## config.mk

```make
export PLATFORM = sky130hd
export DESIGN_NAME = rng_continuous_health_monitor
export DESIGN_NICKNAME = d
export VERILOG_FILES = /design/src/rtl/rchm_pkg.sv /design/src/rtl/rng_continuous_health_monitor.sv /design/src/rtl/rchm_lane.sv /design/src/rtl/rchm_merge.sv
export SDC_FILE = /design/constraint.sdc
export NUM_CORES = 1
export LEC_CHECK = 0
export ABC_AREA = 1
export CAP_MARGIN = 20
export CORE_ASPECT_RATIO = 0.5
export CORE_MARGIN = 3
export CORE_UTILIZATION = 45
export DETAILED_ROUTE_END_ITERATION = 8
export DONT_BUFFER_PORTS = 1
export HOLD_SLACK_MARGIN = 0.08
export PLACE_DENSITY = 0.64
export SYNTH_ARGS = -nofsm -noshare
export SYNTH_HDL_FRONTEND = slang
export SYNTH_SLANG_ARGS = --single-unit
```

## constraint.sdc

```tcl
create_clock -name clk -period 3.5 [get_ports clk]
set_input_delay 0.7 -clock clk [delete_from_list [all_inputs] [get_ports clk]]
set_output_delay 0.7 -clock clk [all_outputs]
set_load 0.01 [all_outputs]
```

## src/rtl/rchm_pkg.sv

```systemverilog
// Package of the continuous health monitor: item structs, lane result struct,
// register indexes, operation codes and reset constants.
// No dependencies.
package rchm_pkg;

    // Default adaptive proportion window length in samples
    localparam int WINDOW_SIZE_DEF = 512;

    // Configuration register indexes and reset values
    localparam int CFG_INDEX_W = 2;
    localparam int CFG_DATA_W  = 10;
    localparam logic [CFG_INDEX_W-1:0] CFG_REP_CUTOFF  = 2'd0;
    localparam logic [CFG_INDEX_W-1:0] CFG_PROP_CUTOFF = 2'd1;
    localparam logic [7:0] REP_CUTOFF_RST  = 8'd4;
    localparam logic [9:0] PROP_CUTOFF_RST = 10'd13;

    // Operation codes
    localparam logic OP_TEST = 1'b0;
    localparam logic OP_READ = 1'b1;

    // Saturation limits
    localparam logic [15:0] COUNT_MAX = 16'hFFFF;
    localparam logic [7:0]  RUN_MAX   = 8'hFF;
    localparam logic [9:0]  MATCH_MAX = 10'h3FF;

    typedef struct packed {
        logic       operation;
        logic [7:0] sample_a;
        logic [7:0] sample_b;
    } in_item_t;

    typedef struct packed {
        logic [15:0] rep_errors_a;
        logic [15:0] rep_errors_b;
        logic [15:0] prop_errors_a;
        logic [15:0] prop_errors_b;
        logic        rep_hit_a;
        logic        rep_hit_b;
        logic        prop_hit_a;
        logic        prop_hit_b;
    } out_item_t;

    // What one channel lane reports for the item being accepted
    typedef struct packed {
        logic [15:0] rep_errors;
        logic [15:0] prop_errors;
        logic        rep_hit;
        logic        prop_hit;
    } lane_result_t;

endpackage

```

## src/rtl/rng_continuous_health_monitor.sv

```systemverilog
// Top level of the two-channel continuous health monitor: configuration
// registers, one test lane per channel and the merge stage.
// Depends on rchm_pkg, rchm_lane and rchm_merge.
//
//  channel | direction | handshake            | payload
//  in      | input     | in_valid / in_stall  | in_item (operation, sample_a, sample_b)
//  out     | output    | out_valid / out_stall| out_item (four counters, four hit bits)
//  cfg     | input     | cfg_write            | cfg_index, cfg_data
//
// One item per cycle while in_stall is low; the merge stage registers each result.
// Both lanes update their state in the cycle the item is accepted.
// Reset clears all test state and counters and loads the default cutoffs.
// in_stall rises only once the output register and its skid entry both hold items.
module rng_continuous_health_monitor #(
    parameter int WINDOW_SIZE = rchm_pkg::WINDOW_SIZE_DEF
) (
    input  logic                                clk,
    input  logic                                rst_n,
    input  logic                                in_valid,
    output logic                                in_stall,
    input  rchm_pkg::in_item_t                  in_item,
    output logic                                out_valid,
    input  logic                                out_stall,
    output rchm_pkg::out_item_t                 out_item,
    input  logic                                cfg_write,
    input  logic [rchm_pkg::CFG_INDEX_W-1:0]    cfg_index,
    input  logic [rchm_pkg::CFG_DATA_W-1:0]     cfg_data
);
    logic [7:0] rep_cutoff_reg;
    logic [9:0] prop_cutoff_reg;
    logic       accept;
    logic       test_en;
    logic       clear_en;
    logic       full;

    rchm_pkg::lane_result_t lane_a;
    rchm_pkg::lane_result_t lane_b;

    // Write the cutoff registers; other indexes are ignored
    always_ff @(posedge clk or negedge rst_n)
    begin
        if (!rst_n)
        begin
            rep_cutoff_reg  <= rchm_pkg::REP_CUTOFF_RST;
            prop_cutoff_reg <= rchm_pkg::PROP_CUTOFF_RST;
        end
        else if (cfg_write)
        begin
            unique case (cfg_index)
                rchm_pkg::CFG_REP_CUTOFF:  rep_cutoff_reg  <= cfg_data[7:0];
                rchm_pkg::CFG_PROP_CUTOFF: prop_cutoff_reg <= cfg_data[9:0];
                default: ;
            endcase
        end
    end

    // Decode the accepted item
    assign in_stall = full;
    assign accept   = in_valid && !in_stall;
    assign test_en  = accept && (in_item.operation == rchm_pkg::OP_TEST);
    assign clear_en = accept && (in_item.operation == rchm_pkg::OP_READ);

    rchm_lane #(
        .WINDOW_SIZE (WINDOW_SIZE)
    ) u_lane_a (
        .clk         (clk),
        .rst_n       (rst_n),
        .test_en     (test_en),
        .clear_en    (clear_en),
        .sample      (in_item.sample_a),
        .rep_cutoff  (rep_cutoff_reg),
        .prop_cutoff (prop_cutoff_reg),
        .result      (lane_a)
    );

    rchm_lane #(
        .WINDOW_SIZE (WINDOW_SIZE)
    ) u_lane_b (
        .clk         (clk),
        .rst_n       (rst_n),
        .test_en     (test_en),
        .clear_en    (clear_en),
        .sample      (in_item.sample_b),
        .rep_cutoff  (rep_cutoff_reg),
        .prop_cutoff (prop_cutoff_reg),
        .result      (lane_b)
    );

    rchm_merge u_merge (
        .clk       (clk),
        .rst_n     (rst_n),
        .load      (accept),
        .lane_a    (lane_a),
        .lane_b    (lane_b),
        .full      (full),
        .out_valid (out_valid),
        .out_stall (out_stall),
        .out_item  (out_item)
    );

endmodule

```

## src/rtl/rchm_lane.sv

```systemverilog
// One channel lane: repetition count and adaptive proportion tests with
// their run, window and error counter state.
// Depends on rchm_pkg.
module rchm_lane #(
    parameter int WINDOW_SIZE = rchm_pkg::WINDOW_SIZE_DEF
) (
    input  logic                  clk,
    input  logic                  rst_n,
    input  logic                  test_en,
    input  logic                  clear_en,
    input  logic [7:0]            sample,
    input  logic [7:0]            rep_cutoff,
    input  logic [9:0]            prop_cutoff,
    output rchm_pkg::lane_result_t result
);
    localparam int POS_W = $clog2(WINDOW_SIZE);
    localparam logic [POS_W-1:0] POS_LAST = POS_W'(WINDOW_SIZE - 1);

    logic [7:0]       last_sample_reg, last_sample_next;
    logic [7:0]       run_length_reg, run_length_next;
    logic [7:0]       window_target_reg, window_target_next;
    logic [9:0]       target_matches_reg, target_matches_next;
    logic [POS_W-1:0] window_position_reg, window_position_next;
    logic [15:0]      rep_count_reg, rep_count_next;
    logic [15:0]      prop_count_reg, prop_count_next;

    logic       rep_hit;
    logic       prop_hit;
    logic [7:0] run_inc;
    logic [9:0] match_inc;

    // Work out both tests for the current sample
    always_comb
    begin
        last_sample_next     = last_sample_reg;
        run_length_next      = run_length_reg;
        window_target_next   = window_target_reg;
        target_matches_next  = target_matches_reg;
        window_position_next = window_position_reg;
        rep_count_next       = rep_count_reg;
        prop_count_next      = prop_count_reg;
        rep_hit              = 1'b0;
        prop_hit             = 1'b0;
        run_inc   = (run_length_reg == rchm_pkg::RUN_MAX) ? run_length_reg
                                                          : run_length_reg + 8'd1;
        match_inc = (target_matches_reg == rchm_pkg::MATCH_MAX) ? target_matches_reg
                                                                : target_matches_reg + 10'd1;

        if (test_en)
        begin
            // Repetition count: extend the run or restart it at one
            if (sample == last_sample_reg)
            begin
                run_length_next = run_inc;
                if (run_inc >= rep_cutoff)
                begin
                    rep_hit = 1'b1;
                    if (rep_count_reg != rchm_pkg::COUNT_MAX)
                        rep_count_next = rep_count_reg + 16'd1;
                end
            end
            else
            begin
                last_sample_next = sample;
                run_length_next  = 8'd1;
            end

            // Adaptive proportion: first sample of a window sets the target
            if (window_position_reg == '0)
            begin
                window_target_next   = sample;
                target_matches_next  = 10'd1;
                window_position_next = POS_W'(1);
            end
            else
            begin
                if (sample == window_target_reg)
                begin
                    target_matches_next = match_inc;
                    if (match_inc != target_matches_reg && match_inc == prop_cutoff)
                    begin
                        prop_hit = 1'b1;
                        if (prop_count_reg != rchm_pkg::COUNT_MAX)
                            prop_count_next = prop_count_reg + 16'd1;
                    end
                end
                window_position_next = (window_position_reg == POS_LAST) ? '0
                                       : window_position_reg + POS_W'(1);
            end
        end
    end

    // Report counters after a test, or as they stand before a clear
    assign result.rep_errors  = rep_count_next;
    assign result.prop_errors = prop_count_next;
    assign result.rep_hit     = rep_hit;
    assign result.prop_hit    = prop_hit;

    // Hold lane state; drop the error counters on a read
    always_ff @(posedge clk or negedge rst_n)
    begin
        if (!rst_n)
        begin
            last_sample_reg     <= '0;
            run_length_reg      <= '0;
            window_target_reg   <= '0;
            target_matches_reg  <= '0;
            window_position_reg <= '0;
            rep_count_reg       <= '0;
            prop_count_reg      <= '0;
        end
        else
        begin
            last_sample_reg     <= last_sample_next;
            run_length_reg      <= run_length_next;
            window_target_reg   <= window_target_next;
            target_matches_reg  <= target_matches_next;
            window_position_reg <= window_position_next;
            rep_count_reg       <= clear_en ? '0 : rep_count_next;
            prop_count_reg      <= clear_en ? '0 : prop_count_next;
        end
    end

    // A read leaves both error counters at zero
    assert property (@(posedge clk) disable iff (!rst_n)
        clear_en |=> (rep_count_reg == '0 && prop_count_reg == '0))
        else $error("error counters not cleared after read");

    // The window wraps back to its first position after the last sample
    assert property (@(posedge clk) disable iff (!rst_n)
        (test_en && window_position_reg == POS_LAST) |=> window_position_reg == '0)
        else $error("proportion window did not wrap");

endmodule

```

## src/rtl/rchm_merge.sv

```systemverilog
// Merge stage: joins the two lane results into one result item and holds it
// in an output register with a skid entry behind it.
// Depends on rchm_pkg.
module rchm_merge (
    input  logic                   clk,
    input  logic                   rst_n,
    input  logic                   load,
    input  rchm_pkg::lane_result_t lane_a,
    input  rchm_pkg::lane_result_t lane_b,
    output logic                   full,
    output logic                   out_valid,
    input  logic                   out_stall,
    output rchm_pkg::out_item_t    out_item
);
    logic                main_valid_reg, main_valid_next;
    logic                skid_valid_reg, skid_valid_next;
    rchm_pkg::out_item_t main_reg, main_next;
    rchm_pkg::out_item_t skid_reg, skid_next;
    rchm_pkg::out_item_t merged;
    logic                take;

    // Combine lane findings into the result layout
    always_comb
    begin
        merged.rep_errors_a  = lane_a.rep_errors;
        merged.rep_errors_b  = lane_b.rep_errors;
        merged.prop_errors_a = lane_a.prop_errors;
        merged.prop_errors_b = lane_b.prop_errors;
        merged.rep_hit_a     = lane_a.rep_hit;
        merged.rep_hit_b     = lane_b.rep_hit;
        merged.prop_hit_a    = lane_a.prop_hit;
        merged.prop_hit_b    = lane_b.prop_hit;
    end

    assign take = main_valid_reg && !out_stall;

    // Advance the skid entry on a take, then place the new item
    always_comb
    begin
        main_valid_next = main_valid_reg;
        skid_valid_next = skid_valid_reg;
        main_next       = main_reg;
        skid_next       = skid_reg;
        if (take)
        begin
            main_valid_next = skid_valid_reg;
            main_next       = skid_reg;
            skid_valid_next = 1'b0;
        end
        if (load)
        begin
            if (!main_valid_next)
            begin
                main_valid_next = 1'b1;
                main_next       = merged;
            end
            else
            begin
                skid_valid_next = 1'b1;
                skid_next       = merged;
            end
        end
    end

    always_ff @(posedge clk or negedge rst_n)
    begin
        if (!rst_n)
        begin
            main_valid_reg <= 1'b0;
            skid_valid_reg <= 1'b0;
        end
        else
        begin
            main_valid_reg <= main_valid_next;
            skid_valid_reg <= skid_valid_next;
        end
    end

    always_ff @(posedge clk)
    begin
        main_reg <= main_next;
        skid_reg <= skid_next;
    end

    assign full      = skid_valid_reg;
    assign out_valid = main_valid_reg;
    assign out_item  = main_reg;

    // The skid entry is only used behind a held output item
    assert property (@(posedge clk) disable iff (!rst_n)
        skid_valid_reg |-> main_valid_reg)
        else $error("skid entry valid with empty output register");

    // The skid entry fills only when the output item was stalled
    assert property (@(posedge clk) disable iff (!rst_n)
        $rose(skid_valid_reg) |-> $past(main_valid_reg && out_stall))
        else $error("skid entry filled without a stall");

endmodule
```

## After elaboration in Yosys (flattened, before gate mapping)

Index checks and enable logic that the tools add are counted.

- Memory bits (read-only): 0
- Input port bits: 34
- Bits in latches: 0
- Logic and storage cells: 148
- Memories: 0
- RAM bits: 0
- Register bits: 306

- Shift operators: 0
- Multiply operators: 0
- Equality and inequality tests: 19
- Bitwise operators: 3
- Order comparisons: 2
- Divide/modulo/power cells: 0
- $add $sub $neg: 10
- Mux-type cells: 58
- Reductions and logical operators: 22

Operators by type and width:

| cell | count |
|---|---|
| $mux W16 | 22 |
| $mux W68 | 3 |
| $add A16 B1 Y16 const B | 4 |
| $ne A16 B16 Y1 const B | 4 |
| $mux W10 | 6 |
| $mux W9 | 4 |
| $eq A8 B8 Y1 | 4 |
| $mux W8 | 4 |
| $add A10 B1 Y10 const B | 2 |
| $eq A10 B10 Y1 | 2 |
| $eq A10 B10 Y1 const B | 2 |
| $ne A10 B10 Y1 | 2 |
| $mux W1 | 19 |
| $add A9 B1 Y9 const B | 2 |
| $eq A9 B9 Y1 const B | 2 |
| $logic_not A9 Y1 | 2 |
| $reduce_and A2 Y1 | 9 |
| $add A8 B1 Y8 const B | 2 |
| $eq A8 B8 Y1 const B | 2 |
| $ge A8 B8 Y1 | 2 |
| $logic_and A1 B1 Y1 | 6 |
| $reduce_bool A2 Y1 | 2 |
| $not A1 Y1 | 3 |
| $eq A2 B1 Y1 const B | 1 |
| 2 further kinds | 3 |

## Logic depth before layout (Yosys ltp)

- Depth after elaboration: 10
- Gate-level depth with buffers: 22

## Cells and area by module

A second synthesis with hierarchy kept.

- Cell total of the unflattened synthesis: 2,158
- Area, all modules: 16,529.6 um^2

By module, submodules not included:

| module | seq. area each (um^2) | times used | cells each | area an instance (um^2) |
|---|---|---|---|---|
| rchm_merge | 3,453.3 | 1 | 599 | 5,420.2 |
| rchm_lane at u_lane_a | 1,876.8 | 1 | 740 | 5,172.5 |
| rchm_lane at u_lane_b | 1,876.8 | 1 | 735 | 5,162.5 |
| rng_continuous_health_monitor | 455.4 | 1 | 84 | 774.5 |

## Worst setup path after synthesis

Ideal clock, no wire load.

- Path type: register to register
- Start point: register u_lane_b.run_length_reg[0]
- End point: register u_merge.skid_reg[42] (netlist name), data pin
- Period minus slack after synthesis: 3,012 ps
- Library setup time: 261 ps
- Stages on the path, launching flop included: 20
- Slack: 488 ps
- Arrival: 2,751 ps
- Cells stage by stage: dfrtp_1 -> ha_1 -> nand4_1 -> nor2_1 -> inv_1 -> nor2_1 -> nor3_1 -> nand2_1 -> xor2_1 -> ha_1 -> nand2_1 -> nor2_1 -> nand4_1 -> nand3_1 -> inv_1 -> nor2_2 -> nand2_1 -> nor2_1 -> xor2_1 -> inv_1

RTL lines:

| what | line | source |
|---|---|---|
| from (decl) | rchm_lane.sv:20 | `logic [7:0] run_length_reg, run_length_next;` |
| from (signal assigned) | rchm_lane.sv:115 | `run_length_reg <= run_length_next;` |
| to (signal assigned) | rchm_merge.sv:82 | `skid_reg <= skid_next;` |
| to (decl) | rchm_merge.sv:18 | `rchm_pkg::out_item_t skid_reg, skid_next;` |

==> impl_results.md <==
* Outcome: finished, violations left
* Failing checks: hold timing
* FF+latch area at 7660 um2
* Via/cell ratio at 5.11
* Clk buf depth at 3
* Die area at 37100 um2
* Fill cell count at 3196
* Synth cell types at 52
* DIE HEIGHT at 138 um
* DRT iter0 DRCs at 937
* Total CTS buffers at 29
* CP arrival at 3.69 ns
* CP top delay family: simple AND/OR/NAND/NOR gates
* Worst Setup SP: u_lane_b.run_length_reg[0]$_DFFE_PN0P_
* CTS sink count at 306
* CTS tree: yes
* Critical Path Most Common Cell: inv_1
* DRC errors left at 0
* Die X at 269 um
* Worst-Skew Late Latency at 0.58 ns
* GRT Util Overall at 0.209
* Crit path buffers/inverters at 4
* Row Count at 47
* Core area at 33600 um2
* Post-synth EDFFs at 68
* Asr flop ratio synth at 0.556
* Cells after Synth at 2007
* CP max stage cell: dfrtp_1
* DRT Pass-1 Iters at 5
* Vias in the first global route at 12200
* Initial antenna violation count at 0
* Max-slew headroom at 0.434
* Worst Skew at 0.0163 ns
* Final Hold Viols at 166
* Synth-to-Final Area Change at 10.5%
* Root Buffer: clkbuf_16
* Sequential fraction of the synthesis area at 0.491
* Pwr Total at 11.5 mW
* Fmax at 0.316 GHz
* Post-synthesis cell area at 15600 um2
* MaxCap Viol Count at 0
* Slew @ Worst Pin at 0.849 ns
* H-Tree Level Count at 1
* Crit path kind: register to register
* Design Area, Final at 17200 um2
* Critical path required time at 4.02 ns
* Final Non-Filler Cells at 2498
* Clk slew on worst S/H paths at 0.07 ns
* Pwr/cell area at 665 nW/um2
* Period minus WS final at 3.16 ns
* Inst Count DP at 2443
* Crit path largest cell delay at 0.38 ns
* Area of the multi-input gates at 6720 um2
* I/O Pins at 104
* Tcrit/Tclk final at 0.903
* Antenna Violating Nets Remaining at 0
* Congestion Overflow GR at 0
* Routed wire length per instance at 15.4 um
* Via count at 12800
* Hold Crit Class: primary input to asynchronous set/reset pin
* Crit start category: register
* Worst-path cell chain: ha_1 > nand4_1 > nor2_1 > inv_1 > nor2_4 > inv_1 > nand2_1 > o21ai_0 > ha_1 > a21oi_1 > o21ai_0 > nand2_1 > nand3_1 > inv_1 > nor2_4 > buf_4 > nand4_1 > or2_2 > nand3_1 > o21a_1
* #FFs+latches synth at 306
* Syn_area_per_cell at 7.77 um2
* Syn nets at 2071
* Largest net degree at the start of global routing at 171
* Ys Warns at 0
* Pleak at 8.31 nW
* Final nets at 2074
* Max Fanout on Critical Path at 5
* Post-DP HPWL at 26900 um
* Initial Util at 0.465
* Worst r2r src: u_lane_b.run_length_reg[0]$_DFFE_PN0P_
* IO buf count at 0
* Share of cells above drive strength 1 at 0.0684
* Pins Over Slew Limit at 0
* Minimum hold slack at -0.168 ns
* Placement Cell Area at 16200 um2
* Main synth FF type: dfrtp_1
* Wirelength, routed at 38400 um
* Ant. Diodes at 0
* First-pass GRT wire length at 62800 um
* Final setup violation count at 0
* RePlAce Congestion at 0.883
* Peak VDD IR at 465 uV
* Worst setup EP type: register
-- through the flow --
stage	utilization	setup WS, ns	setup TNS, ns
after floorplan	-	0.488	0
after global placement	0.482	0.219	0
after detailed placement	0.482	0.124	0
after CTS	0.511	0.109	0
after global routing	0.514	-0.0112	-0.0201
final	0.514	0.339	0
-- final timing paths --
| check | endpoint | slack [ns] | depth (start not counted) |
|---|---|---|---|
| max | u_merge.out_item[51]$_DFF_P_ | 0.34 | 20 |
| min | u_merge.out_valid$_DFF_PN0_ | -0.17 | 0 |
| max reg2reg | u_merge.out_item[51]$_DFF_P_ | 0.34 | 20 |
| min reg2reg | rep_cutoff_reg[6]$_DFFE_PN0P_ | 0.48 | 2 |
| max in group asynchronous | u_lane_b.run_length_reg[2]$_DFFE_PN0P_ | 3.15 | 0 |
| min in group clk | u_lane_a.window_target_reg[6]$_DFFE_PN0P_ | 0.25 | 2 |
-- synthesized netlist by cell type, types with 2 or more instances --
cell type / n / area [um2]
nand3_1: 122 / 611
o2111ai_1: 3 / 26.3
nand3b_1: 9 / 67.6
nor2_4: 3 / 33.8
nor2_1: 126 / 473
o21a_1: 3 / 22.5
dfstp_2: 4 / 105
nor3_1: 54 / 270
o21ai_0: 135 / 676
or2_2: 16 / 100
nand4_1: 41 / 257
inv_2: 5 / 18.8
nor3_2: 2 / 20.0
nor2_2: 9 / 56.3
clkbuf_1: 45 / 169
dfrtp_1: 166 / 4150
edfxtp_1: 68 / 2040
o22ai_1: 6 / 37.5
o21ai_1: 19 / 95.1
nand2_2: 6 / 37.5
and2_1: 2 / 12.5
a22oi_1: 4 / 30.0
a31oi_1: 4 / 25.0
a211oi_1: 3 / 22.5
a22o_1: 6 / 52.6
nand2_1: 602 / 2260
a21boi_0: 2 / 15.0
ha_1: 30 / 375
a21o_1: 2 / 15.0
nand3_2: 2 / 20.0
a21oi_1: 72 / 360
nor4_1: 11 / 68.8
inv_1: 286 / 1070
o211ai_1: 2 / 15.0
xnor2_1: 8 / 70.1
dfxtp_1: 68 / 1360
xor2_1: 41 / 359
clkinv_1: 3 / 11.3
buf_6: 2 / 22.5
nand4_2: 3 / 37.5
-- cells by family (layout without fill, tap and decap cells) --
group / Yosys count / count (layout) / share of synthesized area
xor+xnor: 50 / 50 / 0.0286
compound gates: 264 / 264 / 0.0910
flops: 306 / 306 / 0.491
fa+ha+maj: 30 / 30 / 0.0241
simple gates: 1012 / 1012 / 0.280
buf+inv: 344 / 370 / 0.0841
mux: 1 / 1 / 0.000722
-- repair_timing --
action	CTS	global route
buffers inserted	0	1
endpoints found under the hold margin	170	170
endpoints found under the setup margin	0	73
gates resized for setup	0	20
-- worst reg2reg max path, delay by kind of cell, from the launching register on --
family                     cells  cell delay, ns
AOI/OAI and AO/OA              4            0.43
and+or+nand+nor               10            1.36
buffers and inverters          4            0.46
adders and majority gates      2            0.49
DFF                            1            0.38
-- placed cells by master, fill, tap and decap left out, types with 3 or more instances in the layout --
master     netlist  final
dfstp_2          4      4
edfxtp_1        68     68
a31oi_1          4      4
or2_2           16     16
clkinv_1         3      6
o21ai_0        135    132
dfrtp_1        166    166
o22ai_1          6      5
inv_1          286    285
o2111ai_1        3      3
xor2_1          41     40
nor4_1          11     11
clkinv_2         0      7
nand3b_1         9      9
a22oi_1          4      4
dfxtp_1         68     68
inv_2            5      7
nand4_2          3      3
o21a_1           3      3
nand3_1        122    120
ha_1            30     30
clkbuf_1        45      6
nor2_2           9     11
o21ai_1         19     21
nand3_2          2      4
nor2_1         126    119
nor2_4           3      8
nand2_2          6      8
clkbuf_16        0     29
a22o_1           6      6
bufinv_16        0      5
a21oi_1         72     72
nand2_1        602    600
xnor2_1          8      8
buf_4            1     20
nand4_1         41     41
nor3_1          54     53
-- layer usage --
layer / wire length, um / GRT usage
met4: 832 / 0.0463
met5: 0 / 0
met3: 2090 / 0.0421
met1: 18000 / 0.281
met2: 17400 / 0.353
-- final cells by class --
class                   count  area share
well taps                 465      0.0337
clock inverters            18      0.0132
inverters                 294      0.0640
clock buffers              36      0.0442
multi-input cells        1357       0.390
flip-flops and latches    306       0.444
repair buffers             22      0.0110
-- report_power, final --
| group | internal, mW | leakage, nW | switching [mW] |
|---|---|---|---|
| combinational | 0.980 | 4.39 | 1.71 |
| sequential | 4.57 | 3.43 | 0.861 |
| clock | 1.92 | 0.486 | 1.42 |
| total | 7.47 | 8.31 | 4.00 |
No activity file was read; power rests on OpenSTA's default activity.
